**src/sv/ffpd_pkg.sv**
```systemverilog
package ffpd_pkg;

    // character codes
    localparam logic [7:0] CH_PERCENT = 8'h25;
    localparam logic [7:0] CH_EQUAL   = 8'h3D;
    localparam logic [7:0] CH_AMP     = 8'h26;
    localparam logic [7:0] CH_DIG_0   = 8'h30;
    localparam logic [7:0] CH_DIG_9   = 8'h39;
    localparam logic [7:0] CH_LOW_A   = 8'h61;
    localparam logic [7:0] CH_LOW_F   = 8'h66;
    localparam logic [7:0] CH_UP_A    = 8'h41;
    localparam logic [7:0] CH_UP_F    = 8'h46;
    localparam logic [7:0] HEX_ALPHA_BASE = 8'd10;

    // name length handling
    localparam int          NAME_LEN_BITS    = 5;
    localparam logic [4:0]  NAME_LIMIT_RESET = 5'd30;
    localparam logic [4:0]  LENGTH_MAX       = 5'd31;

    // results per item and field index default
    localparam int RES_SLOTS            = 3;
    localparam int RES_CNT_BITS         = 2;
    localparam int FIELD_INDEX_BITS_DEF = 8;
    localparam int FIELD_NUM_BITS       = 8;

    typedef enum logic [1:0] {
        MARK_DATA      = 2'd0,
        MARK_NAME_END  = 2'd1,
        MARK_VALUE_END = 2'd2
    } t_mark;

    typedef enum logic [1:0] {
        ESC_IDLE = 2'd0,
        ESC_HIGH = 2'd1,
        ESC_LOW  = 2'd2
    } t_esc_step;

    typedef struct packed {
        logic                     value_phase;
        t_esc_step                escape_step;
        logic [3:0]               high_nibble;
        logic                     escape_bad;
        logic [NAME_LEN_BITS-1:0] name_length;
        logic                     name_overflow;
    } t_parse_state;

    localparam t_parse_state PARSE_RESET = '{
        value_phase:   1'b0,
        escape_step:   ESC_IDLE,
        high_nibble:   4'd0,
        escape_bad:    1'b0,
        name_length:   5'd0,
        name_overflow: 1'b0
    };

    typedef struct packed {
        logic [7:0]                out_byte;
        t_mark                     mark;
        logic                      in_value;
        logic [FIELD_NUM_BITS-1:0] field_number;
        logic                      bad_escape;
        logic                      name_cut;
        logic                      final_res;
    } t_result;

endpackage

```
**src/sv/ffpd_decode.sv**
```systemverilog
module ffpd_decode #(
    parameter int FIELD_INDEX_BITS = ffpd_pkg::FIELD_INDEX_BITS_DEF
) (
    input  logic [7:0]                       i_byte,
    input  logic                             i_last,
    input  ffpd_pkg::t_parse_state           i_state,
    input  logic [FIELD_INDEX_BITS-1:0]      i_field_cnt,
    input  logic [ffpd_pkg::NAME_LEN_BITS-1:0] i_name_limit,
    output ffpd_pkg::t_result                o_res [ffpd_pkg::RES_SLOTS],
    output logic [ffpd_pkg::RES_CNT_BITS-1:0] o_res_cnt,
    output ffpd_pkg::t_parse_state           o_state,
    output logic [FIELD_INDEX_BITS-1:0]      o_field_cnt
);
    import ffpd_pkg::*;

    // hex digit to nibble, top bit flags a non-hex digit
    function automatic logic [4:0] hex_nibble(input logic [7:0] c);
        logic [4:0] r;
        logic [7:0] v;
        r = 5'b1_0000;
        v = 8'd0;
        if (c >= CH_DIG_0 && c <= CH_DIG_9) begin
            v = c - CH_DIG_0;
            r = {1'b0, v[3:0]};
        end else if (c >= CH_LOW_A && c <= CH_LOW_F) begin
            v = c - CH_LOW_A + HEX_ALPHA_BASE;
            r = {1'b0, v[3:0]};
        end else if (c >= CH_UP_A && c <= CH_UP_F) begin
            v = c - CH_UP_A + HEX_ALPHA_BASE;
            r = {1'b0, v[3:0]};
        end
        return r;
    endfunction

    function automatic t_result mk_res(input logic [7:0] b, input t_mark m,
                                       input logic inv, input logic bad,
                                       input logic cut,
                                       input logic [FIELD_NUM_BITS-1:0] fnum);
        t_result r;
        r.out_byte     = b;
        r.mark         = m;
        r.in_value     = inv;
        r.field_number = fnum;
        r.bad_escape   = bad;
        r.name_cut     = cut;
        r.final_res    = 1'b0;
        return r;
    endfunction

    logic [FIELD_INDEX_BITS+FIELD_NUM_BITS-1:0] fnum_ext;
    logic [FIELD_NUM_BITS-1:0]                  fnum;
    t_parse_state                               st;
    t_result                                    res [RES_SLOTS];
    logic [RES_CNT_BITS-1:0]                    n;
    logic [FIELD_INDEX_BITS-1:0]                cnt;
    logic [4:0]                                 nib;

    // field index as seen on results, zero-extended or truncated
    assign fnum_ext = {{FIELD_NUM_BITS{1'b0}}, i_field_cnt};
    assign fnum     = fnum_ext[FIELD_NUM_BITS-1:0];

    // one pass over the byte: data, escape and marker results
    always_comb begin
        st  = i_state;
        cnt = i_field_cnt;
        n   = '0;
        nib = 5'd0;
        for (int k = 0; k < RES_SLOTS; k++) begin
            res[k] = '0;
        end

        if (!st.value_phase) begin
            if (i_byte == CH_EQUAL) begin
                res[n] = mk_res(8'd0, MARK_NAME_END, 1'b0, 1'b0, st.name_overflow, fnum);
                n = n + 1'b1;
                st.value_phase = 1'b1;
            end else if (st.name_length < i_name_limit) begin
                res[n] = mk_res(i_byte, MARK_DATA, 1'b0, 1'b0, 1'b0, fnum);
                n = n + 1'b1;
                if (st.name_length < LENGTH_MAX) begin
                    st.name_length = st.name_length + 1'b1;
                end
            end else begin
                st.name_overflow = 1'b1;
            end
        end else if (i_byte == CH_AMP) begin
            res[n] = mk_res(8'd0, MARK_VALUE_END, 1'b1, st.escape_step != ESC_IDLE,
                            1'b0, fnum);
            n = n + 1'b1;
            st  = PARSE_RESET;
            cnt = cnt + 1'b1;
        end else begin
            unique case (st.escape_step)
                ESC_IDLE: begin
                    if (i_byte == CH_PERCENT) begin
                        st.escape_step = ESC_HIGH;
                        st.escape_bad  = 1'b0;
                        st.high_nibble = 4'd0;
                    end else begin
                        res[n] = mk_res(i_byte, MARK_DATA, 1'b1, 1'b0, 1'b0, fnum);
                        n = n + 1'b1;
                    end
                end
                ESC_HIGH: begin
                    nib = hex_nibble(i_byte);
                    st.high_nibble = nib[3:0];
                    st.escape_bad  = st.escape_bad | nib[4];
                    st.escape_step = ESC_LOW;
                end
                default: begin
                    nib = hex_nibble(i_byte);
                    res[n] = mk_res({st.high_nibble, nib[3:0]}, MARK_DATA, 1'b1,
                                    st.escape_bad | nib[4], 1'b0, fnum);
                    n = n + 1'b1;
                    st.escape_step = ESC_IDLE;
                    st.high_nibble = 4'd0;
                    st.escape_bad  = 1'b0;
                end
            endcase
        end

        // end of input closes the open field and restarts the parser
        if (i_last) begin
            if (!st.value_phase && (st.name_length != '0 || st.name_overflow)) begin
                res[n] = mk_res(8'd0, MARK_NAME_END, 1'b0, 1'b0, st.name_overflow, fnum);
                n = n + 1'b1;
                st.value_phase = 1'b1;
            end
            if (st.value_phase) begin
                res[n] = mk_res(8'd0, MARK_VALUE_END, 1'b1, st.escape_step != ESC_IDLE,
                                1'b0, fnum);
                n = n + 1'b1;
            end
            if (n != '0) begin
                res[n - 1'b1].final_res = 1'b1;
            end
            st  = PARSE_RESET;
            cnt = '0;
        end
    end

    assign o_res       = res;
    assign o_res_cnt   = n;
    assign o_state     = st;
    assign o_field_cnt = cnt;

endmodule

```
**src/sv/ffpd_out_buf.sv**
```systemverilog
module ffpd_out_buf (
    input  logic                              i_clk,
    input  logic                              i_rst_n,
    input  logic                              i_load,
    input  ffpd_pkg::t_result                 i_res [ffpd_pkg::RES_SLOTS],
    input  logic [ffpd_pkg::RES_CNT_BITS-1:0] i_res_cnt,
    output logic                              o_free,
    output logic                              o_valid,
    input  logic                              i_ready,
    output ffpd_pkg::t_result                 o_res
);
    import ffpd_pkg::*;

    t_result                 r_res [RES_SLOTS];
    logic [RES_CNT_BITS-1:0] r_cnt;
    logic [RES_CNT_BITS-1:0] r_idx;
    logic                    pop;

    // results still waiting are those from r_idx up to r_cnt
    assign o_valid = (r_idx != r_cnt);
    assign pop     = o_valid && i_ready;
    assign o_free  = !o_valid || (pop && ((r_idx + 1'b1) == r_cnt));

    // slot select for the output
    always_comb begin
        case (r_idx)
            2'd1:    o_res = r_res[1];
            2'd2:    o_res = r_res[2];
            default: o_res = r_res[0];
        endcase
    end

    // slot count and read pointer
    always_ff @(posedge i_clk) begin
        if (!i_rst_n) begin
            r_cnt <= '0;
            r_idx <= '0;
        end else if (i_load) begin
            r_cnt <= i_res_cnt;
            r_idx <= '0;
        end else if (pop) begin
            r_idx <= r_idx + 1'b1;
        end
    end

    // result slots
    always_ff @(posedge i_clk) begin
        if (i_load) begin
            r_res <= i_res;
        end
    end

endmodule

```
**src/sv/form_field_percent_decoder_unit.sv**
```systemverilog
// Form field percent decoder: parses a name=value&name=value byte stream.
// Input stream (s_axis): one raw byte per item in tdata, tlast on the final
// byte of the query string. Output stream (m_axis): one result per item,
// either a data byte or an end-of-name / end-of-value marker, with the field
// index in tdata and kind and error flags in tuser; tlast marks the last
// result caused by the final input byte.
// Configuration (cfg_*): writes the name length limit and is always ready;
// the user must see that it is written only while the block is idle; the
// block does not enforce this. A byte passes the input register, then the
// result slots. Throughput: one input byte per cycle while m_axis_tready is
// high and each byte yields at most one result. A byte yielding k results
// (up to 3) holds the input until they drain, since the single output port
// drains one result per cycle from a three-slot result register.
// Reset: the parser returns to the start of a name, the field counter to 0
// and the name limit to 30. After a tlast byte the parser restarts the same
// way, keeping the limit.
// Stall: while m_axis_tready is low the result register holds, the input
// register fills and s_axis_tready drops.
module form_field_percent_decoder_unit #(
    parameter int FIELD_INDEX_BITS = ffpd_pkg::FIELD_INDEX_BITS_DEF
) (
    input  logic        i_clk,
    input  logic        i_rst_n,
    // input stream
    input  logic        s_axis_tvalid,
    output logic        s_axis_tready,
    input  logic [7:0]  s_axis_tdata,   // [7:0] in_byte
    input  logic        s_axis_tlast,
    // output stream
    output logic        m_axis_tvalid,
    input  logic        m_axis_tready,
    output logic [15:0] m_axis_tdata,   // [7:0] out_byte, [15:8] field_number
    output logic [4:0]  m_axis_tuser,   // [1:0] mark, [2] in_value,
                                        // [3] bad_escape, [4] name_cut
    output logic        m_axis_tlast,
    // configuration
    input  logic        cfg_valid,
    output logic        cfg_ready,
    input  logic [4:0]  cfg_data        // [4:0] name_limit
);
    import ffpd_pkg::*;

    logic                        r_in_valid;
    logic [7:0]                  r_in_byte;
    logic                        r_in_last;
    t_parse_state                r_state;
    t_parse_state                n_state;
    logic [FIELD_INDEX_BITS-1:0] r_field_cnt;
    logic [FIELD_INDEX_BITS-1:0] n_field_cnt;
    logic [NAME_LEN_BITS-1:0]    r_name_limit;
    t_result                     dec_res [RES_SLOTS];
    logic [RES_CNT_BITS-1:0]     dec_cnt;
    logic                        buf_free;
    logic                        load;
    t_result                     out_res;

    // move the held byte into the result slots once they are drained
    assign load          = r_in_valid && buf_free;
    assign s_axis_tready = !r_in_valid || load;
    assign cfg_ready     = 1'b1;

    // input register
    always_ff @(posedge i_clk) begin
        if (!i_rst_n) begin
            r_in_valid <= 1'b0;
        end else if (s_axis_tvalid && s_axis_tready) begin
            r_in_valid <= 1'b1;
        end else if (load) begin
            r_in_valid <= 1'b0;
        end
    end

    always_ff @(posedge i_clk) begin
        if (s_axis_tvalid && s_axis_tready) begin
            r_in_byte <= s_axis_tdata;
            r_in_last <= s_axis_tlast;
        end
    end

    // parser state and field counter
    always_ff @(posedge i_clk) begin
        if (!i_rst_n) begin
            r_state     <= PARSE_RESET;
            r_field_cnt <= '0;
        end else if (load) begin
            r_state     <= n_state;
            r_field_cnt <= n_field_cnt;
        end
    end

    // name limit register
    always_ff @(posedge i_clk) begin
        if (!i_rst_n) begin
            r_name_limit <= NAME_LIMIT_RESET;
        end else if (cfg_valid && cfg_ready) begin
            r_name_limit <= cfg_data;
        end
    end

    ffpd_decode #(
        .FIELD_INDEX_BITS(FIELD_INDEX_BITS)
    ) u_decode (
        .i_byte      (r_in_byte),
        .i_last      (r_in_last),
        .i_state     (r_state),
        .i_field_cnt (r_field_cnt),
        .i_name_limit(r_name_limit),
        .o_res       (dec_res),
        .o_res_cnt   (dec_cnt),
        .o_state     (n_state),
        .o_field_cnt (n_field_cnt)
    );

    ffpd_out_buf u_out_buf (
        .i_clk    (i_clk),
        .i_rst_n  (i_rst_n),
        .i_load   (load),
        .i_res    (dec_res),
        .i_res_cnt(dec_cnt),
        .o_free   (buf_free),
        .o_valid  (m_axis_tvalid),
        .i_ready  (m_axis_tready),
        .o_res    (out_res)
    );

    // output packing
    assign m_axis_tdata = {out_res.field_number, out_res.out_byte};
    assign m_axis_tuser = {out_res.name_cut, out_res.bad_escape, out_res.in_value,
                           out_res.mark};
    assign m_axis_tlast = out_res.final_res;

    // the final result of a string always closes a value
    a_last_is_value_end: assert property (@(posedge i_clk) disable iff (!i_rst_n)
        (m_axis_tvalid && m_axis_tlast) |-> (t_mark'(m_axis_tuser[1:0]) == MARK_VALUE_END))
        else $error("final result is not an end-of-value marker");

    // a final byte always yields at least one result
    a_last_has_result: assert property (@(posedge i_clk) disable iff (!i_rst_n)
        (load && r_in_last) |=> m_axis_tvalid)
        else $error("final byte produced no result");

    // the parser restarts after a final byte
    a_last_restarts: assert property (@(posedge i_clk) disable iff (!i_rst_n)
        (load && r_in_last) |=> (r_state == PARSE_RESET && r_field_cnt == '0))
        else $error("parser state not restarted after final byte");

endmodule
```
**config.mk**
```make
export PLATFORM = sky130hd
export DESIGN_NAME = form_field_percent_decoder_unit
export DESIGN_NICKNAME = d
export VERILOG_FILES = /design/src/sv/ffpd_pkg.sv /design/src/sv/ffpd_decode.sv /design/src/sv/ffpd_out_buf.sv /design/src/sv/form_field_percent_decoder_unit.sv
export SDC_FILE = /design/constraint.sdc
export NUM_CORES = 1
export LEC_CHECK = 0
export ABC_AREA = 1
export BUFFER_PORTS_ARGS = -buffer_cell sky130_fd_sc_hd__buf_2
export CAP_MARGIN = 20
export CORE_MARGIN = 3
export CORE_UTILIZATION = 50
export DETAILED_ROUTE_END_ITERATION = 12
export GPL_TIMING_DRIVEN = 1
export PLACE_DENSITY = 0.68
export RECOVER_POWER = 50
export SLEW_MARGIN = 30
export SYNTH_ARGS = -nofsm -noshare
export SYNTH_HDL_FRONTEND = slang
export SYNTH_HIERARCHICAL = 1
export SYNTH_SLANG_ARGS = --single-unit
```
**constraint.sdc**
```tcl
create_clock -name i_clk -period 4.35 [get_ports i_clk]
set_input_delay 0.87 -clock i_clk [delete_from_list [all_inputs] [get_ports i_clk]]
set_output_delay 0.87 -clock i_clk [all_outputs]
set_load 0.02 [all_outputs]
```
=== Yosys cells after proc, flatten, opt, wreduce, memory -nomap -nowiden ===
Cells that the tools add are included.
W data, S select, Z words.

* Logic and storage cells: 166
* Output and inout bits: 25
* Latch bits: 0
* Register bits: 107
* Memories kept: 0
* Bits in writable memories: 0
* Bits of input ports: 19
* Memory bits (read-only): 0

* Bitwise logic cells: 6
* Divide/modulo/power cells: 0
* Reduce and logical (&&, ||, !) cells: 29
* Shifts and indexed selects: 0
* Mux-type cells: 63
* Magnitude comparators: 14
* $add $sub $neg: 11
* $mul: 0
* Equal/unequal tests: 9

{| class="wikitable"
|+ Operators by type and width
! operator !! number
|-
| $mux W66 || 6
|-
| $bwmux W66 || 3
|-
| $mux W22 || 7
|-
| $demux W22 S2 || 3
|-
| $pmux W22 S2 || 2
|-
| $mux W5 || 11
|-
| $eq A8 B6 Y1 const B || 3
|-
| $mux W8 || 3
|-
| $mux W7 || 3
|-
| $mux W6 || 3
|-
| $ge A8 B7 Y1 const B || 2
|-
| $le A8 B7 Y1 const B || 2
|-
| $mux W2 || 8
|-
| $mux W14 || 1
|-
| $pmux W7 S2 || 1
|-
| $reduce_bool A2 Y1 || 6
|-
| $sub A4 B1 Y4 const B || 3
|-
| $logic_and A1 B1 Y1 || 11
|-
| $mux W1 || 11
|-
| $ge A3 B3 Y1 const B || 3
|-
| $lt A3 B1 Y1 const B || 3
|-
| $not A2 Y3 || 3
|-
| $add A4 B4 Y4 const B || 2
|-
| $add A8 B1 Y8 const B || 1
|-
| 21 further kinds || 31
|}

=== Longest topological paths before layout ===
* Depth in word-level cells: 22
* Mapped depth: 22
* Mapped depth without buffers: 22

=== By module ===
The synthesis kept the hierarchy.

{| class="wikitable"
|+ Modules (own cells, without submodules)
! module !! cells each !! times used !! seq. area each (um^2) !! area an instance (um^2)
|-
| ffpd_out_buf || 200 || 1 || 2062.0 || 2645.0
|-
| ffpd_decode || 384 || 1 || 0.0 || 1995.7
|-
| form_field_percent_decoder_unit || 179 || 1 || 830.8 || 1405.1
|}

=== Least setup slack after synthesis ===
OpenSTA, ideal clock, no wires.

* Path kind: flip-flop to flip-flop
* From: register u_out_buf.r_idx[0]
* To: register u_out_buf.r_cnt[0]
* Arrival time: 3321 ps
* Cell stages (with the launch flop): 13
* Period minus slack after synthesis: 3450 ps
* Library setup time: 129 ps
* Buffers on the path: 1
* Setup slack: 900 ps
* Data required time: 4221 ps
* Path through: dfxtp_1 > inv_2 > ha_1 > inv_2 > nand2_1 > nand3_1 > o21ai_0 > nand2_2 > buf_2 > inv_1 > inv_1 > o21ai_0 > a21oi_1

* Word-level cells in the longest chain between the ends: 5
* Elaborated cells on any way between the ends: 8
* Those cells by class: 1 x add/sub; 2 x eq/ne; 5 x reduce/logical

{| class="wikitable"
|+ Ends and longest elaborated chain
! element !! RTL line !! source
|-
| from (decl) || ffpd_out_buf.sv:16 || <nowiki>logic [RES_CNT_BITS-1:0] r_idx;</nowiki>
|-
| from (signal assigned) || ffpd_out_buf.sv:42 || <nowiki>r_idx <= r_idx + 1'b1;</nowiki>
|-
| $add A2 B1 Y2 or $ne A2 B2 Y1 (tied branches) || ffpd_out_buf.sv:22, ffpd_out_buf.sv:20 ||
|-
| $eq A2 B2 Y1 or $logic_and A1 B1 Y1 (tied branches) || ffpd_out_buf.sv:22, ffpd_out_buf.sv:21 ||
|-
| $logic_and A1 B1 Y1 || ffpd_out_buf.sv:22 || <nowiki>assign o_free = !o_valid || (pop && ((r_idx + 1'b1) == r_cnt));</nowiki>
|-
| $logic_or A1 B1 Y1 (*) || ffpd_out_buf.sv:22 ||
|-
| via buf_free || form_field_percent_decoder_unit.sv:53 || <nowiki>logic buf_free;</nowiki>
|-
| $logic_and A1 B1 Y1 (*) || form_field_percent_decoder_unit.sv:58 || <nowiki>assign load = r_in_valid && buf_free;</nowiki>
|-
| via load || form_field_percent_decoder_unit.sv:54 || <nowiki>logic load;</nowiki>
|-
| to (signal assigned) || ffpd_out_buf.sv:39 || <nowiki>r_cnt <= i_res_cnt;</nowiki>
|-
| to (decl) || ffpd_out_buf.sv:15 || <nowiki>logic [RES_CNT_BITS-1:0] r_cnt;</nowiki>
|}

Mark *: on every way through the listed nets, which the timed path passes. The rest lies on a longest branch.
A chain may end at the register's enable or synchronous reset.

=== Worst setup path after layout ===
* From: register u_out_buf.r_idx[0]
* To: register u_out_buf/r_res[20] (netlist bit) (enable)

* Word-level cells in the longest chain between the ends: 5
* Elaborated cells on any way between the ends: 8
* Those cells by class: 1 x add/sub; 2 x eq/ne; 5 x reduce/logical

{| class="wikitable"
|+ Ends and longest elaborated chain
! element !! RTL line !! source
|-
| $add A2 B1 Y2 or $ne A2 B2 Y1 (tied branches) || ffpd_out_buf.sv:22, ffpd_out_buf.sv:20 ||
|-
| $eq A2 B2 Y1 or $logic_and A1 B1 Y1 (tied branches) || ffpd_out_buf.sv:22, ffpd_out_buf.sv:21 ||
|-
| $logic_and A1 B1 Y1 || ffpd_out_buf.sv:22 ||
|-
| $logic_or A1 B1 Y1 (*) || ffpd_out_buf.sv:22 ||
|-
| via buf_free || form_field_percent_decoder_unit.sv:53 ||
|-
| $logic_and A1 B1 Y1 (*) || form_field_percent_decoder_unit.sv:58 ||
|-
| via load || form_field_percent_decoder_unit.sv:54 ||
|-
| to (signal assigned) || ffpd_out_buf.sv:49 || <nowiki>r_res <= i_res;</nowiki>
|-
| to (decl) || ffpd_out_buf.sv:14 || <nowiki>t_result r_res [RES_SLOTS];</nowiki>
|}

Marks and branches as above.

==> results.cfg <==
[critical_path]
crit_buf_inv = 5
cp-end-kind = flip-flop
crit_chain = inv_1 -> ha_1 -> inv_1 -> nand2_1 -> nand3_1 -> o21ai_0 -> nand2_2 -> buf_4 -> inv_1 -> buf_4
cp_slowest_cell = ha_1
required_ns = 4.39
cpPeakStageDelay_ns = 0.84
cp_top_family = buffers and inverters
cp.arrival_ns = 3.70
crit_path_max_fanout = 45
critPathLaunchType = flip-flop
path_common_cell = inv_1
worstSetupPathType = flip-flop to flip-flop

[placed_design]
dp_hpwl_um = 8910
place.gp.congestion = 0.893
pre_cts_slack_ns = 0.972
io_buffers = 42

[route]
dr_total_vias = 4858
drc_errors = 0
wl_per_cell_um = 13.5
antenna_left = 0
dr.first_iter.drc_count = 347
vias_per_cell = 5.17
drt_pre_antenna_iters = 7
wl_um = 12700

[sta]
maxSlewHeadroom = 0.0412
fin_skew_ns = 0.00933
setup_tns_ns = 0
period_needed_ns = 3.66
hold_slack_ns = 0.462
hold_violations = 0
drv_slew = 0
min_period_over_period = 0.842
fmaxAchievable_ghz = 0.273
worstMarginPinSlew_ns = 1.44
setup_violations = 0
rsz0062_at_grt = false
worst_slack_ns = 0.688

[yosys]
yosysUniqueCellTypes = 40
synth-warning-count = 6
ys_async_sr_fraction = 0
ys_seq_area_frac = 0.478
synth-seq-cells = 107
syn_avg_cell_area_um2 = 7.92
syn-instance-count = 763
ys.flop_type = edfxtp_1
synth_edf_count = 75
syn_area_um2 = 6050

[clock_network]
cts_resized = 0
htreeDepth = 3
tritoncts.num_buffers = 9
clockBufferDepth = 2
post_cts_buffers = 0
cts.clk_slew.worst_paths_ns = 0.08
clkLatencyLatePin_ns = 0.35
cts_tree = done
clock_sinks = 107
root_buffer = clkbuf_16
cts_hold_buf = 0

[global_routing]
grt_pass1_vias = 4456
grt_pass1_wl_um = 21200
grt_use_met3 = 0.0392
grtUsageTotal = 0.198
grtUsageMet2 = 0.322
use_met1 = 0.271
gr-total-overflow = 0
grt.busiest_layer = met2
antenna_found_initial = 0
grt_max_degree = 46

[die]
core_area_um2 = 11600
die_h_um = 116
top_level_ports = 44
die_x_um = 116
dieArea_um2 = 13400
num_rows = 39
start_util = 0.521

[outcome]
outcome = finished clean

[power]
irDropWorstVdd_mv = 0.324
p_per_area_nw_per_um2 = 654
p_leak_nw = 3.01

[cells_and_area]
area_growth_pct = 8.30
drive_above_1_share = 0.111
n_antenna_cell = 0
nets = 824

[hold_path]
hold_path_class = flip-flop to flip-flop

[flow_run]
drv_cap = 0
==> cells in the mapped netlist (5+ instances only) <==
cell,number,area share
nand3_2,5,0.0083
nand4_1,6,0.0062
inv_1,95,0.059
buf_2,14,0.012
o21ai_0,25,0.021
ha_1,14,0.029
nand2_2,9,0.0093
dfxtp_1,32,0.11
a31oi_1,11,0.011
buf_4,23,0.029
clkbuf_1,7,0.0043
nor3_1,5,0.0041
edfxtp_1,75,0.37
nand3_1,26,0.022
nor2_1,109,0.068
nand2_1,191,0.12
a21oi_1,71,0.059
==> per-stage QoR <==
step                cell area, um^2  power (mW)  instances   util
floorplan                      6110        2.95        780      -
global placement               6240        3.37        923  0.537
detailed placement             6240        3.42        923  0.537
CTS                            6580        4.34        939  0.567
global route                   6550        4.61        939  0.564
finish                         6550        4.28        939  0.564
==> worst register-to-register path, cell delays in order, from the launching register on <==
cell     delay (ns)
dfxtp_1        0.36
inv_1          0.09
ha_1           0.84
inv_1          0.13
nand2_1        0.11
nand3_1        0.06
o21ai_0        0.30
nand2_2        0.08
buf_4          0.27
inv_1          0.72
buf_4          0.40
==> placed cells by master, fill, tap and decap left out, drive strengths merged, types with 3 or more instances in the layout <==
cell    instances
o22ai           3
a21oi          72
nor2          117
clkbuf         13
nand2         202
buf            44
dfxtp          32
ha             14
a31oi          11
edfxtp         75
nand3          31
a22oi           4
conb           19
nand4           8
o21ai          26
nor3            5
inv           103
==> cell families (layout without fill, tap and decap cells) <==
logic type / Yosys count / count (layout) / share of synthesized area
compound gates: 123 / 123 / 0.112
xor+xnor: 3 / 3 / 0.00435
fa+ha+maj: 14 / 14 / 0.0290
buf+inv: 148 / 164 / 0.114
flops: 107 / 107 / 0.478
mux: 1 / 1 / 0.00186
other cells: 2 / 19 / 0.00124
simple gates: 365 / 365 / 0.259
==> power by group <==
part	internal, mW	switching, mW	total, mW
Combinational	0.556	1.27	1.83
Sequential	1.39	0.160	1.55
Clock	0.520	0.389	0.909
Total	2.46	1.82	4.28
==> metal layers <==
| layer | part of all wire | routed length, um |
|---|---|---|
| met2 | 0.46 | 5830 |
| met4 | 0.012 | 148 |
| met1 | 0.48 | 6100 |
| met5 | 0 | 0 |
| met3 | 0.050 | 632 |
==> state kept, by name (all words and copies together) (netlist names) <==
name and count:
r_in_valid 1, u_out_buf/r_cnt 2, r_in_last 1, r_name_limit 5, u_out_buf/r_res 66, r_field_cnt 8
r_in_byte 8, r_state 14, u_out_buf/r_idx 2
==> layout make-up <==
| cell class | instances | area [um^2] |
|---|---|---|
| well taps | 143 | 179 |
| inverters | 100 | 375 |
| flip-flops and latches | 107 | 2890 |
| clock inverters | 7 | 114 |
| repair buffers | 48 | 259 |
| fillers | 1070 | 5070 |
| clock buffers | 9 | 225 |
| multi-input cells | 525 | 2500 |
==> final timing paths <==
kind / from / to / slack [ns] / depth (start not counted)
worst max-delay path: u_out_buf/r_idx[0] / u_out_buf/r_res[20] / 0.69 / 10
worst max register to register: u_out_buf/r_idx[0] / u_out_buf/r_res[20] / 0.69 / 10
worst min register to register: r_name_limit[2] / r_name_limit[2] / 0.46 / 2
worst min-delay path: r_name_limit[2] / r_name_limit[2] / 0.46 / 2
(Power assumes the default switching activity.)
